<file path="src/hdl/rqme_pkg.sv">
package rqme_pkg;

  localparam int QUEUE_DEPTH = 64;
  localparam int ID_WIDTH    = 8;
  localparam int ET_WIDTH    = 31;
  localparam int ADDR_W      = $clog2(QUEUE_DEPTH);
  localparam int CNT_W       = $clog2(QUEUE_DEPTH + 1);
  localparam int STATUS_W    = 2;
  localparam int REQ_W       = 2;

  typedef enum logic [REQ_W-1:0] {
    REQ_ENQ    = 2'd0,
    REQ_DEQ    = 2'd1,
    REQ_REMOVE = 2'd2,
    REQ_FIND   = 2'd3
  } req_t;

  typedef enum logic [STATUS_W-1:0] {
    ST_OK   = 2'd0,
    ST_MISS = 2'd1,
    ST_FULL = 2'd2
  } status_t;

  typedef struct packed {
    logic [ID_WIDTH-1:0] id;
    logic [ET_WIDTH-1:0] et;
  } entry_t;

endpackage

</file>
<file path="src/hdl/ready_queue_min_elapsed.sv">
// Ready queue of up to 64 thread ids in arrival order, each kept with the
// elapsed time given at enqueue, in one single-port-write memory with a
// registered read. One request is handled at a time and gives one result.
// Enqueue, and any request on an empty queue, go straight to the result.
// Find-least-elapsed and a remove of an absent id walk the whole queue one
// entry a cycle. Dequeue and remove walk to the entry and then move every
// later entry down one slot, one memory write a cycle, so a removal walks
// or shifts past every entry wherever the entry stands. The memory's one
// read and one write port per cycle set this pace. in_stall is high from
// accept until the result has been taken. No clearing is needed after
// reset: data from a slot at or above the occupancy is never used.
module ready_queue_min_elapsed (
  input  logic                           clk,
  input  logic                           rst,
  input  logic                           in_valid,
  output logic                           in_stall,
  input  logic [rqme_pkg::REQ_W-1:0]     req_type,
  input  logic [rqme_pkg::ID_WIDTH-1:0]  thread_id,
  input  logic [rqme_pkg::ET_WIDTH-1:0]  elapsed,
  output logic                           out_valid,
  input  logic                           out_stall,
  output logic [rqme_pkg::STATUS_W-1:0]  status,
  output logic [rqme_pkg::ID_WIDTH-1:0]  result_id,
  output logic [rqme_pkg::ET_WIDTH-1:0]  result_elapsed,
  output logic [rqme_pkg::CNT_W-1:0]     occupancy
);
  import rqme_pkg::*;

  typedef enum logic [1:0] {
    S_IDLE,
    S_SCAN,
    S_SHIFT,
    S_DONE
  } state_t;

  state_t              state;
  req_t                req;
  logic [ID_WIDTH-1:0] tid;
  logic [CNT_W-1:0]    cnt;
  logic [CNT_W-1:0]    pos;
  entry_t              best;
  entry_t              best_next;

  entry_t              mem [QUEUE_DEPTH];
  entry_t              rd_data;
  logic [ADDR_W-1:0]   rd_addr;
  logic                mem_we;
  logic [ADDR_W-1:0]   mem_waddr;
  entry_t              mem_wdata;

  logic                accept;
  logic                full;
  logic                last;
  logic [CNT_W-1:0]    pos_inc1;
  logic [CNT_W-1:0]    pos_inc2;

  assign in_stall = (state != S_IDLE);
  assign accept   = in_valid && !in_stall;
  assign full     = (cnt == CNT_W'(QUEUE_DEPTH));
  assign pos_inc1 = CNT_W'(pos + 1'b1);
  assign pos_inc2 = CNT_W'(pos + 2'd2);
  assign last     = (pos_inc1 == cnt);

  // running minimum; strict compare keeps the earliest entry on ties
  always_comb begin
    if (pos == '0 || rd_data.et < best.et) begin
      best_next = rd_data;
    end else begin
      best_next = best;
    end
  end

  // memory port control: read data is always the entry at pos while
  // scanning, and the entry at pos + 1 while shifting
  always_comb begin
    rd_addr   = '0;
    mem_we    = 1'b0;
    mem_waddr = cnt[ADDR_W-1:0];
    mem_wdata = '{id: thread_id, et: elapsed};
    case (state)
      S_IDLE: begin
        if (accept && req_type == REQ_ENQ && !full) begin
          mem_we = 1'b1;
        end
      end
      S_SCAN: begin
        rd_addr = pos_inc1[ADDR_W-1:0];
      end
      S_SHIFT: begin
        rd_addr   = pos_inc2[ADDR_W-1:0];
        mem_we    = !last;
        mem_waddr = pos[ADDR_W-1:0];
        mem_wdata = rd_data;
      end
      default: begin
        rd_addr = '0;
      end
    endcase
  end

  always_ff @(posedge clk) begin
    if (mem_we) begin
      mem[mem_waddr] <= mem_wdata;
    end
    rd_data <= mem[rd_addr];
  end

  always_ff @(posedge clk) begin
    if (rst) begin
      state     <= S_IDLE;
      cnt       <= '0;
      out_valid <= 1'b0;
    end else begin
      case (state)
        S_IDLE: begin
          if (accept) begin
            req <= req_t'(req_type);
            tid <= thread_id;
            pos <= '0;
            if (req_type == REQ_ENQ) begin
              state     <= S_DONE;
              out_valid <= 1'b1;
              if (full) begin
                status         <= ST_FULL;
                result_id      <= '0;
                result_elapsed <= '0;
                occupancy      <= cnt;
              end else begin
                status         <= ST_OK;
                result_id      <= thread_id;
                result_elapsed <= elapsed;
                occupancy      <= CNT_W'(cnt + 1'b1);
                cnt            <= CNT_W'(cnt + 1'b1);
              end
            end else if (cnt == '0) begin
              state          <= S_DONE;
              out_valid      <= 1'b1;
              status         <= ST_MISS;
              result_id      <= '0;
              result_elapsed <= '0;
              occupancy      <= cnt;
            end else begin
              state <= S_SCAN;
            end
          end
        end
        S_SCAN: begin
          if (req == REQ_DEQ || (req == REQ_REMOVE && rd_data.id == tid)) begin
            status         <= ST_OK;
            result_id      <= rd_data.id;
            result_elapsed <= rd_data.et;
            state          <= S_SHIFT;
          end else if (req == REQ_FIND) begin
            best <= best_next;
            if (last) begin
              status         <= ST_OK;
              result_id      <= best_next.id;
              result_elapsed <= best_next.et;
              occupancy      <= cnt;
              out_valid      <= 1'b1;
              state          <= S_DONE;
            end else begin
              pos <= pos_inc1;
            end
          end else if (last) begin
            status         <= ST_MISS;
            result_id      <= '0;
            result_elapsed <= '0;
            occupancy      <= cnt;
            out_valid      <= 1'b1;
            state          <= S_DONE;
          end else begin
            pos <= pos_inc1;
          end
        end
        S_SHIFT: begin
          if (last) begin
            cnt       <= CNT_W'(cnt - 1'b1);
            occupancy <= CNT_W'(cnt - 1'b1);
            out_valid <= 1'b1;
            state     <= S_DONE;
          end else begin
            pos <= pos_inc1;
          end
        end
        S_DONE: begin
          if (!out_stall) begin
            out_valid <= 1'b0;
            state     <= S_IDLE;
          end
        end
        default: begin
          state <= S_IDLE;
        end
      endcase
    end
  end

endmodule
</file>
<file path="config.mk">
export PLATFORM = sky130hd
export DESIGN_NAME = ready_queue_min_elapsed
export DESIGN_NICKNAME = d
export VERILOG_FILES = /design/src/hdl/rqme_pkg.sv /design/src/hdl/ready_queue_min_elapsed.sv
export SDC_FILE = /design/constraint.sdc
export NUM_CORES = 2
export LEC_CHECK = 0
export BUFFER_PORTS_ARGS = -buffer_cell sky130_fd_sc_hd__buf_2
export CAP_MARGIN = 20
export CORE_MARGIN = 2
export CORE_UTILIZATION = 54
export CTS_BUF_LIST = sky130_fd_sc_hd__clkbuf_8
export CTS_CLUSTER_SIZE = 28
export DETAILED_ROUTE_END_ITERATION = 8
export GPL_TIMING_DRIVEN = 1
export PLACE_DENSITY = 0.7
export SKIP_CTS_REPAIR_TIMING = 1
export SLEW_MARGIN = 25
export SYNTH_ARGS = -nofsm -noshare
export SYNTH_HDL_FRONTEND = slang
export SYNTH_SLANG_ARGS = --single-unit
</file>
<file path="constraint.sdc">
create_clock -name clk -period 7.4 [get_ports clk]
set_input_delay 0.74 -clock clk [delete_from_list [all_inputs] [get_ports clk]]
set_output_delay 0.74 -clock clk [all_outputs]
set_load 0.1 [all_outputs]
</file>
Word level (Yosys, flattened, before mapping)

Memories as Yosys holds them, arrays and structs flattened. A register that Yosys moved wholly into a read port is not among the register bits.
Index checks and enable logic that the tools add are counted.

Flip-flop bits (word level): 114
Latch bits: 0
Memory bits (writable): 2496
ROM bits: 0
Bits of input ports: 45
Output and inout port bits: 50
Memories: 1

Add/subtract/negate cells: 4
Multiply operators: 0
Div/mod/pow operators: 0
$lt $le $gt $ge: 1
Equal/unequal tests: 17
Shift-type cells: 0
Mux-type cells: 64
Bitwise logic cells: 2
Reductions and logical operators: 25

Memories:

| name | words | bits a word | rd ports | clocked after memory_dff | write ports | line                          | RTL |
|---|---|---|---|---|---|---|---|
| mem  | 64    | 39          | 1        | 1                        | 1           | ready_queue_min_elapsed.sv:44 | `entry_t mem [QUEUE_DEPTH];` |

Operators with widths:

| kind                                              | number |
|---|---|
| two-way mux 31 bit                                | 8 |
| two-way mux 7 bit                                 | 12 |
| two-way mux 39 bit                                | 2 |
| two-way mux 8 bit                                 | 8 |
| one-hot mux 31 bit (2 select lines)               | 1 |
| one-hot mux 7 bit (3 select lines)                | 2 |
| less-than comparator 31 bit                       | 1 |
| two-way mux 2 bit                                 | 14 |
| one-hot mux 8 bit (2 select lines)                | 1 |
| AND reduction 4 bit                               | 4 |
| adder 7 x 1 -> 7 bit (second input constant)      | 2 |
| logical NOT 7 bit                                 | 2 |
| one-hot mux 7 bit (2 select lines)                | 1 |
| != test 2 bit (second input constant)             | 6 |
| one-hot mux 6 bit (2 select lines)                | 1 |
| two-way mux 1 bit                                 | 9 |
| equality test 2 bit (second input constant)       | 4 |
| equality test 8 bit                               | 1 |
| one-hot mux 2 bit (4 select lines)                | 1 |
| equality test 7 bit                               | 1 |
| equality test 7 bit (second input constant)       | 1 |
| AND reduction 7 bit                               | 1 |
| subtractor 7 x 1 -> 7 bit (second input constant) | 1 |
| adder 6 x 2 -> 6 bit (second input constant)      | 1 |
| other kinds (16)                                  | 28 |

Longest topological paths before layout

Word-level depth: 9
Depth in mapped cells: 14
Mapped depth without buffers: 9

Least setup slack after synthesis

Ideal clock, no wire load.

Path kind: flip-flop to flip-flop
From: register pos[1]
To: memory mem[32][0] in the netlist's numbering (enable)
Arrival: 4793 ps
Data required time: 6916 ps
Path slack: 2123 ps
Cell stages (with the launch flop): 10
Clock period less this slack: 5277 ps
Cell sequence: edfxtp_1 ha_1 xor2_1 or2_2 a31oi_1 nor4_4 o21ai_1 a32oi_1 buf_2 nor3_1

Word-level cells in the longest chain between the ends: 6
Elaborated cells between the ends (all ways): 7

Ends and longest elaborated chain:

| what                                    | line                           | RTL |
|---|---|---|
| start, declared                         | ready_queue_min_elapsed.sv:40  | `logic [CNT_W-1:0] pos;` |
| start signal, assigned                  | ready_queue_min_elapsed.sv:163 | `pos <= pos_inc1;` |
| start signal, assigned                  | ready_queue_min_elapsed.sv:173 | `pos <= pos_inc1;` |
| start signal, assigned                  | ready_queue_min_elapsed.sv:183 | `pos <= pos_inc1;` |
| adder 7 x 1 -> 7 bit                    | ready_queue_min_elapsed.sv:60  | `assign pos_inc1 = CNT_W'(pos + 1'b1);` |
| equality test 7 bit                     | ready_queue_min_elapsed.sv:62  | `assign last = (pos_inc1 == cnt);` |
| logical NOT 1 bit                       | ready_queue_min_elapsed.sv:91  | `mem_we = !last;` |
| one-hot mux 1 bit (2 select lines)      | ready_queue_min_elapsed.sv:80  | `case (state)` |
| two-way mux 1 bit                       | ready_queue_min_elapsed.sv:102 | `if (mem_we) begin` |
| two-way mux 1 bit (implied by the code) | ready_queue_min_elapsed.sv:103 | `mem[mem_waddr] <= mem_wdata;` |
| end, declared                           | ready_queue_min_elapsed.sv:44  |  |

Several ways; a longest one is shown, not always the timed one.

Worst setup path after layout

From: register pos[0]
To: register rd_data[26] (netlist name)

Word-level cells in the longest chain between the ends: 2
Elaborated cells between the ends (all ways): 3

Ends and longest elaborated chain:

| what                                                                | line |
|---|---|
| adder 7 x 1 -> 7 bit / adder 6 x 2 -> 6 bit (equally long branches) | ready_queue_min_elapsed.sv:60, ready_queue_min_elapsed.sv:61 |
| one-hot mux 6 bit (2 select lines) (*)                              | ready_queue_min_elapsed.sv:80 |

Every way passes the cells marked *; elsewhere a longest branch is shown, timed or not.
A chain may end at the register's enable or synchronous reset.

==> results.ini <==
[outcome]
status = finished, final reports clean

[sta]
rsz0062_at_grt = false
whs_ns = 0.0500
setup_viol = 0
setup_tns_ns = 0
finalClockSkew_ns = 0.0904
slew_viol_final = 0
fin_crit_ns = 5.17
final_hold_viol_count = 0
worst_pin_slew_ns = 1.08
finalCritPeriodShare = 0.698
slew_headroom = 0.282
fmax_mhz = 193
fin_ws_ns = 2.23

[clock_network]
clock-root-buffer = clkbuf_8
clkTransAtPathRegs_ns = 0.07
clock-sinks = 2649
worstSkewPairLatency_ns = 1.14
h-tree-depth = 5
cts.path.max_buffers = 4
cts_tree = done
cts_made_buffers = 413

[drt]
num_vias = 60767
antenna_left = 0
drc = 0
drt_iter0_markers = 8443
via_per_inst = 6.45
wire_per_inst_um = 29.1
drtPass1Iterations = 8
drt_wl_total_um = 274000

[cells_and_area]
nFillCells = 13846
drive_gt1_frac = 0.183
syn_to_final_growth_pct = 10.8
fin_nets = 6666
final_cell_area_sq_um = 116000
finish.utilization = 0.603
ff_latch_area_sq_um = 79100
multiInputGateArea_sq_um = 24600

[placed_design]
preCtsSetupSlack_ns = 2.45
numPortBuffers = 94
dpl.hpwl_um = 148000
post_dp_cell_area_sq_um = 109000
gp_congestion = 0.883

[synth]
ys_ff_latch = 2649
synth.distinct_cells = 64
ys_seq_area_frac = 0.752
synthFlopType = edfxtp_1
syn_area_sq_um = 105000
avgSynthCellArea_sq_um = 16.7
syn_nets = 6398
synth_edf_count = 2600
yosysWarnings = 0
synth_async_sr_flop_share = 0
synth_cells = 6312

[global_route]
grt_pass1_wl_um = 401000
grt_max_degree = 136
grtUsageTotal = 0.276
antenna_found_initial = 8
grt_pass1_vias = 59119
overflow = 0

[floorplanning]
core.rowCount = 161
io_pins = 95
design.die.area_sq_um = 198000
die_y_um = 445
coreArea_sq_um = 193000
start_util = 0.545
fp.dieW_um = 445

[critical_path]
crit_chain = ha_1 -> xor2_1 -> a22o_1 -> nand2_4 -> buf_4 -> buf_4 -> nand2_1 -> nand3_1 -> nand4_1 -> nor4b_1
cpPeakStageDelay_ns = 0.76
cp.arrival_ns = 6.09
slowest_stage = nor4b_1
worst-path-max-fanout = 58
critPathKind = reg -> reg
critPathCaptureType = flop
reg2reg_depth = 10
crit_top_cell = buf_4
start_kind = flop
critPathRequiredTime_ns = 8.33

[flow_run]
drv_cap = 0

[pwr]
ir_drop_v = 0.000277
power_leakage_nw = 37.7
p_per_area_nw_per_um2 = 347

[worst_hold_path]
holdPathStages = 2
hp-class = in -> reg

## per-stage QoR
step	total power, mW	cells
2_1_floorplan	25.7	6312
3_3_place_gp	29.2	8681
3_5_place_dp	29.4	8681
4_1_cts	40.3	9408
5_1_grt	41.9	9420
6_report	40.4	9422
## worst max-delay path: cells and delay by family, from the launching register on
kind | cells | cell delay (ns)
buffers and inverters | 2 | 1.37
XOR/XNOR | 1 | 0.19
flip-flops | 1 | 0.61
adder cells (fa/ha/maj) | 1 | 0.40
AND/OR/NAND/NOR | 5 | 2.06
AO/OA/AOI/OAI | 1 | 0.26
## flip-flops by register name (all words and copies together), names as in the netlist
name,count
result_id,8
tid,8
mem,2496
pos,7
status,2
cnt,7
state,2
best,39
req,2
result_elapsed,31
rd_data,39
occupancy,7
out_valid,1
## path summary, 6_finish.rpt
check / end / slack (ns) / startpoint
hold / removal: cnt[5] / 0.05 / rst
setup reg to reg: rd_data[26] / 2.23 / pos[0]
hold reg to reg: out_valid / 0.49 / out_valid
setup / recovery: rd_data[26] / 2.23 / pos[0]
## synth_stat cells (all sizes together) (3+ instances only)
cell type	instances	area, sq um
buf	203	1060
or3	7	43.8
xor2	11	96.3
mux4	312	7030
a32o	39	390
o21ai	67	335
ha	41	513
mux2	79	890
o31ai	42	315
and3	5	31.3
inv	45	169
dfxtp	49	981
nor4b	40	350
nor2	32	120
a22o	42	368
a21o	6	45.0
a221o	40	400
a32oi	80	701
nand2b	6	37.5
nor3	196	981
nand2	1056	3960
mux2i	80	813
nand3	135	676
a31oi	9	56.3
nor2b	7	43.8
a41o	3	30.0
nand4	49	307
o21a	3	22.5
edfxtp	2600	78100
a311oi	159	1390
and2	158	988
xnor2	16	140
nor3b	4	30.0
clkbuf	228	857
or2	4	25.0
a21oi	266	1330
a211oi	159	1200
nor4	7	65.1
## area by class of cell
class / instances / area share
Sequential cell: 2649 / 0.679
Multi-Input combinational cell: 3187 / 0.211
Clock buffer: 428 / 0.0506
Tap cell: 2526 / 0.0271
Timing Repair Buffer: 284 / 0.0184
Clock inverter: 299 / 0.0122
Inverter: 45 / 0.00145
Antenna cell: 4 / 0.0000860
## cells by family after synthesis
family,after synthesis,synth area share
buffers and inverters,476,0.0198
AO/OA/AOI/OAI,937,0.0646
AND/OR/NAND/NOR,1711,0.0733
flip-flops,2649,0.752
XOR/XNOR,27,0.00225
multiplexers,471,0.0831
adder cells (fa/ha/maj),41,0.00488
## routing by layer
metal  GRT usage  part of all wire  vias up
li1            -                 -    25550
met1       0.395              0.39    31154
met2       0.417              0.46     3524
met3      0.0669              0.11      535
met4      0.0948             0.033        4
met5           0          0.000099        -
## where the power goes
part           switching (mW)  internal, mW  leakage [nW]
Clock                    5.51          5.61          4.30
Sequential              0.530          18.1          23.8
Combinational            7.43          3.18          9.58
## placed cells by master, fill, tap and decap left out, types with 40 or more instances in the layout
cell / synthesis / layout
nor3_2: 0 / 71
edfxtp_1: 2600 / 2600
mux4_2: 312 / 312
nand3_1: 135 / 134
a211oi_1: 158 / 158
buf_4: 16 / 162
clkbuf_8: 0 / 428
nand2_1: 1056 / 1054
a221o_1: 40 / 40
mux2i_1: 79 / 79
inv_1: 45 / 191
a21oi_1: 266 / 265
nand4_1: 49 / 49
a22o_1: 42 / 42
ha_1: 41 / 40
clkinv_2: 0 / 43
and2_1: 158 / 157
a32oi_1: 80 / 78
mux2_2: 79 / 63
o21ai_0: 65 / 65
buf_2: 171 / 94
nor3_1: 196 / 124
o31ai_1: 42 / 42
dfxtp_1: 49 / 49
a311oi_1: 159 / 159
clkinv_1: 0 / 94
(Power assumes the default switching activity.)
